## src/rtl/bpc_pkg.sv

```systemverilog
// ----------------------------------------------------------------------------
// Barometer compensation package
// Shared widths, constants, register indexes and the calibration record.
// ----------------------------------------------------------------------------
package bpc_pkg;

  // Configuration port
  localparam int ADDR_W = 5;
  localparam int DATA_W = 32;
  localparam int CAL_W  = 16;

  // Payload widths
  localparam int RAW_W  = 24;
  localparam int TEMP_W = 20;
  localparam int PRES_W = 32;

  // Raw value that marks a failed conversion, besides zero.
  localparam logic [RAW_W-1:0] RAW_ALL_ONES = {RAW_W{1'b1}};

  // Temperature thresholds in 0.01 degC
  localparam int TEMP_REF      = 2000;
  localparam int TEMP_VERY_LOW = -1500;

  // Datapath widths
  localparam int DT_W    = 25;  // raw temperature minus reference
  localparam int MT_W    = 42;  // dT times a 16-bit coefficient
  localparam int DD_W    = 50;  // dT squared
  localparam int Q_W     = 19;  // temperature minus the reference point
  localparam int T2_W    = 19;  // second-order temperature term
  localparam int SQ_W    = 36;  // squared temperature distances
  localparam int M_W     = 38;  // small multiples of those squares
  localparam int CORR_W  = 39;  // second-order offset and sensitivity terms
  localparam int OFF_W   = 40;  // offset
  localparam int SENS_W  = 40;  // sensitivity
  localparam int SPLIT   = 20;  // split point of the sensitivity multiply
  localparam int LO_W    = RAW_W + SPLIT;
  localparam int HI_W    = RAW_W + 1 + SENS_W - SPLIT;
  localparam int PROD_W  = 64;
  localparam int DIFF_W  = 48;

  // Fixed-point shifts
  localparam int T_SHIFT    = 23;
  localparam int OFF_SHIFT  = 7;
  localparam int SENS_SHIFT = 8;
  localparam int T2_SHIFT   = 31;
  localparam int P_SHIFT1   = 21;
  localparam int P_SHIFT2   = 15;

  // Very-low threshold relative to the reference point.
  localparam logic signed [Q_W-1:0] Q_VERY_LOW = Q_W'(TEMP_VERY_LOW - TEMP_REF);

  // Pipeline depth, output register included.
  localparam int NS = 10;

  typedef enum logic [2:0] {
    REG_PRESS_SENS = 3'd0,
    REG_PRESS_OFS  = 3'd1,
    REG_SENS_TCO   = 3'd2,
    REG_OFS_TCO    = 3'd3,
    REG_TEMP_REF   = 3'd4,
    REG_TEMP_COEF  = 3'd5
  } reg_idx_e;

  typedef struct packed {
    logic [CAL_W-1:0] pressure_sensitivity;
    logic [CAL_W-1:0] pressure_offset;
    logic [CAL_W-1:0] sensitivity_temp_coef;
    logic [CAL_W-1:0] offset_temp_coef;
    logic [CAL_W-1:0] reference_temperature;
    logic [CAL_W-1:0] temperature_coef;
  } cal_t;

endpackage

```

## src/rtl/bpc_regs.sv

```systemverilog
// ----------------------------------------------------------------------------
// Barometer compensation calibration registers
// APB-style register file holding the six 16-bit calibration words.
// ----------------------------------------------------------------------------
module bpc_regs (
  input  logic                        clk_i,
  input  logic                        rst_ni,
  input  logic                        psel,
  input  logic                        penable,
  input  logic                        pwrite,
  input  logic [bpc_pkg::ADDR_W-1:0]  paddr,
  input  logic [bpc_pkg::DATA_W-1:0]  pwdata,
  output logic [bpc_pkg::DATA_W-1:0]  prdata,
  output logic                        pready,
  output bpc_pkg::cal_t               cal_o
);
  import bpc_pkg::*;

  cal_t     cal_q;
  cal_t     cal_d;
  reg_idx_e idx;
  logic     wr_en;

  assign idx    = reg_idx_e'(paddr[4:2]);
  assign wr_en  = psel & penable & pwrite;
  assign pready = 1'b1;
  assign cal_o  = cal_q;

  always_comb begin
    cal_d = cal_q;
    if (wr_en) begin
      case (idx)
        REG_PRESS_SENS: cal_d.pressure_sensitivity  = pwdata[CAL_W-1:0];
        REG_PRESS_OFS:  cal_d.pressure_offset       = pwdata[CAL_W-1:0];
        REG_SENS_TCO:   cal_d.sensitivity_temp_coef = pwdata[CAL_W-1:0];
        REG_OFS_TCO:    cal_d.offset_temp_coef      = pwdata[CAL_W-1:0];
        REG_TEMP_REF:   cal_d.reference_temperature = pwdata[CAL_W-1:0];
        REG_TEMP_COEF:  cal_d.temperature_coef      = pwdata[CAL_W-1:0];
        default: ;
      endcase
    end
  end

  always_comb begin
    case (idx)
      REG_PRESS_SENS: prdata = DATA_W'(cal_q.pressure_sensitivity);
      REG_PRESS_OFS:  prdata = DATA_W'(cal_q.pressure_offset);
      REG_SENS_TCO:   prdata = DATA_W'(cal_q.sensitivity_temp_coef);
      REG_OFS_TCO:    prdata = DATA_W'(cal_q.offset_temp_coef);
      REG_TEMP_REF:   prdata = DATA_W'(cal_q.reference_temperature);
      REG_TEMP_COEF:  prdata = DATA_W'(cal_q.temperature_coef);
      default:        prdata = '0;
    endcase
  end

  always_ff @(posedge clk_i or negedge rst_ni) begin
    if (!rst_ni) begin
      cal_q <= '0;
    end else begin
      cal_q <= cal_d;
    end
  end

endmodule

```

## config.mk

```make
export PLATFORM = sky130hd
export DESIGN_NAME = bpc_regs
export DESIGN_NICKNAME = d
export VERILOG_FILES = /design/src/rtl/bpc_pkg.sv /design/src/rtl/bpc_regs.sv
export SDC_FILE = /design/constraint.sdc
export NUM_CORES = 1
export LEC_CHECK = 0
export ABC_CLOCK_PERIOD_IN_PS = 2100
export BUFFER_PORTS_ARGS = -buffer_cell sky130_fd_sc_hd__buf_2
export CAP_MARGIN = 20
export CORE_MARGIN = 1
export CORE_UTILIZATION = 50
export CTS_CLUSTER_SIZE = 24
export DETAILED_ROUTE_END_ITERATION = 6
export PLACE_DENSITY = 0.81
export SLEW_MARGIN = 20
export SYNTH_ARGS = -nofsm -noshare
export SYNTH_HDL_FRONTEND = slang
export SYNTH_SLANG_ARGS = --single-unit
```

## constraint.sdc

```tcl
create_clock -name clk_i -period 2.1 [get_ports clk_i]
set_clock_uncertainty 0.05 [all_clocks]
set_input_delay 0.42 -clock clk_i [delete_from_list [all_inputs] [get_ports clk_i]]
set_output_delay 0.42 -clock clk_i [all_outputs]
set_load 0.005 [all_outputs]
```

==> results.py <==
metrics = {
    "run_status": {
        "run_status": "finished, violations left",
        "violations": "DRC",
    },
    "place": {
        "place.gp.congestion": 0.803,
        "hpwl_um": 8430,
        "port_buffers": 135,
    },
    "timing": {
        "fin_setup_tns_ns": 0,
        "min_period_ns": 2.00,
        "rsz0062_at_grt": "false",
        "slew_viol_final": 0,
        "setup_viol": 0,
        "hold_viol": 0,
        "finalCritPeriodShare": 0.954,
        "fmax_ghz": 0.499,
    },
    "pwr": {
        "p_leak_nw": 2.95,
        "p_per_area_nw_per_um2": 835,
        "ir_drop_mv": 0.480,
    },
    "detailed_routing": {
        "drt-total-wl_um": 11600,
        "ant_nets": 0,
        "drtIter0Drc": 156,
        "drt_first_pass_iters": 7,
        "wl_per_cell_um": 19.1,
        "avgViaCountPerCell": 5.63,
        "drc": 14,
        "routed-via-count": 3417,
    },
    "hold_path": {
        "hold_path.class": "in2reg",
    },
    "die": {
        "fp.coreArea_sq_um": 8810,
        "die_h_um": 98.0,
        "io_pins": 171,
        "dieArea_sq_um": 9590,
        "rows": 34,
        "initial_core_util": 0.523,
        "die_width_um": 98.0,
    },
    "job": {
        "maxCapViolCount": 0,
    },
    "clock_network": {
        "cts_tree": "yes",
        "clock-sinks": 96,
        "insertion_delay_ns": 0.35,
        "clk_pin_slew_ns": 0.08,
        "postCtsSetupBuffers": 0,
        "cts_root_buf": "clkbuf_8",
        "h-tree-depth": 3,
        "numCtsBuffers": 9,
        "ctsLongestPathBuffers": 2,
    },
    "logic_synthesis": {
        "seq_area_frac_synth": 0.522,
        "syn_avg_cell_area_sq_um": 13.7,
        "netlist_area_sq_um": 4600,
        "ys_warn_count": 0,
        "ys_types": 30,
        "syn_inst": 335,
        "yosys_register_bits": 96,
    },
    "global_routing": {
        "grt_util_all_layers": 0.250,
        "grt_pass1_vias": 3518,
        "grt_max_degree": 46,
        "antenna_found_initial": 0,
        "grt-ovfl-total": 0,
        "grt_pass1_wl_um": 18300,
    },
    "final_layout": {
        "largest_reg_flops": 96,
        "nets": 536,
        "syn_to_final_growth_pct": 25.0,
        "diodes": 0,
        "fin_util": 0.653,
        "fillers": 687,
        "drive_gt1_frac": 0.583,
    },
    "setup_path": {
        "worstPathRequired_ns": 1.63,
        "arrival_ns": 1.53,
        "path_class": "in2out",
        "cp-start-kind": "input pin",
        "worstSetupEndpointType": "output port",
        "crit_fanout": 5,
    },
}
cells in the mapped netlist:
master | count | share of area
nand4_2 | 1 | 0.0027
nor2_2 | 1 | 0.0014
a221o_1 | 2 | 0.0043
or3_1 | 6 | 0.0082
mux2i_1 | 26 | 0.057
a211oi_1 | 2 | 0.0033
conb_1 | 2 | 0.0016
a221oi_1 | 6 | 0.011
a311o_1 | 2 | 0.0043
mux2_1 | 10 | 0.024
dfrtp_1 | 96 | 0.52
o21ai_0 | 2 | 0.0022
nand2_1 | 12 | 0.0098
a21oi_1 | 2 | 0.0022
nor2_4 | 3 | 0.0073
a31oi_1 | 6 | 0.0082
buf_6 | 2 | 0.0049
clkbuf_1 | 4 | 0.0033
nand2b_1 | 2 | 0.0027
inv_1 | 1 | 0.00081
nor2_1 | 6 | 0.0049
nand4b_4 | 1 | 0.0052
clkbuf_2 | 1 | 0.0011
nor3_4 | 2 | 0.0071
buf_2 | 6 | 0.0065
nand3_1 | 2 | 0.0022
o221ai_1 | 6 | 0.011
buf_4 | 24 | 0.039
nor2b_1 | 1 | 0.0014
mux2_2 | 98 | 0.24
repair_timing:
action | 4_1_cts | 5_1_grt
hold endpoints to repair | 26 | 0
hold buffers | 1 | 0
setup endpoints to repair | 0 | 1
gates resized for setup | 0 | 1
kinds of logic after synthesis:
kind of cell,share of synthesized area
other cells,0.00163
compound gates,0.0473
flops,0.522
simple gates,0.0527
mux,0.321
buf+inv,0.0557
placed cells by master, fill, tap and decap left out, drive strengths merged:
cell type and count:
a221oi 6, a221o 2, inv 1, nand2 12, nand2b 2, o221ai 6, nor3 2, clkbuf 11
a21oi 2, a31oi 6, mux2i 26, a311o 2, o21ai 2, buf 169, or3 6, nor2b 1
clkinvlp 3, dlygate4sd3 1, a211oi 2, mux2 108, conb 17, nor2 10, nand4 1, nand3 2
clkinv 2, nand4b 1, dfrtp 96
layout make-up:
class	instances	area [sq um]	share of cell area
Multi-Input combinational cell	216	2010	0.349
Tap cell	108	135	0.0235
Clock buffer	11	141	0.0246
Sequential cell	96	2400	0.418
Inverter	1	3.75	0.000652
Clock inverter	5	32.5	0.00565
Timing Repair Buffer	170	1030	0.179
critical path, stage by stage:
cell and delay, ns:
buf_2 0.13, buf_4 0.16, nand2b_1 0.20, nor2_1 0.13, a221o_1 0.35, buf_2 0.14
through the flow:
stage | total power [mW] | std cells | hold slack [ns] | setup slack, ns | instance area (sq um)
after floorplan | 3.10 | 350 | 0.0744 | 0.233 | 4660
after global placement | 3.69 | 590 | 0.300 | 0.103 | 5560
after detailed placement | 3.76 | 590 | 0.307 | 0.0585 | 5560
after CTS | 4.84 | 607 | 0.295 | 0.0780 | 5750
after global routing | 5.06 | 607 | 0.306 | 0.0250 | 5750
final | 4.81 | 607 | 0.310 | 0.0963 | 5750
where the power goes:
| group | leakage (nW) | switching, mW | internal (mW) |
|---|---|---|---|
| Clock | 0.0813 | 0.622 | 0.459 |
| Sequential | 1.23 | 0.290 | 2.21 |
| Combinational | 1.64 | 0.517 | 0.709 |
| Total | 2.95 | 1.43 | 3.38 |
worst paths after layout:
path / start / endpoint / slack [ns] / depth (start not counted)
worst max-delay path: paddr[3] / prdata[14] / 0.1 / 6
worst min-delay path: pwdata[12] / cal_o[92] / 0.31 / 2
worst max register to register: cal_o[27] / cal_o[27] / 1.24 / 1
worst min register to register: cal_o[92] / cal_o[92] / 0.48 / 1
max in group asynchronous: rst_ni / cal_o[7] / 0.86 / 3
min in group asynchronous: rst_ni / cal_o[75] / 0.47 / 2
per-layer routing:
layer / vias to the layer above / share of wire / track usage
met5: - / 0 / 0
met4: 0 / 0.018 / 0.0956
met3: 16 / 0.068 / 0.0616
met2: 146 / 0.48 / 0.410
met1: 1737 / 0.43 / 0.321
li1: 1518 / - / -
Note: power is estimated with default switching activity, not from simulation.
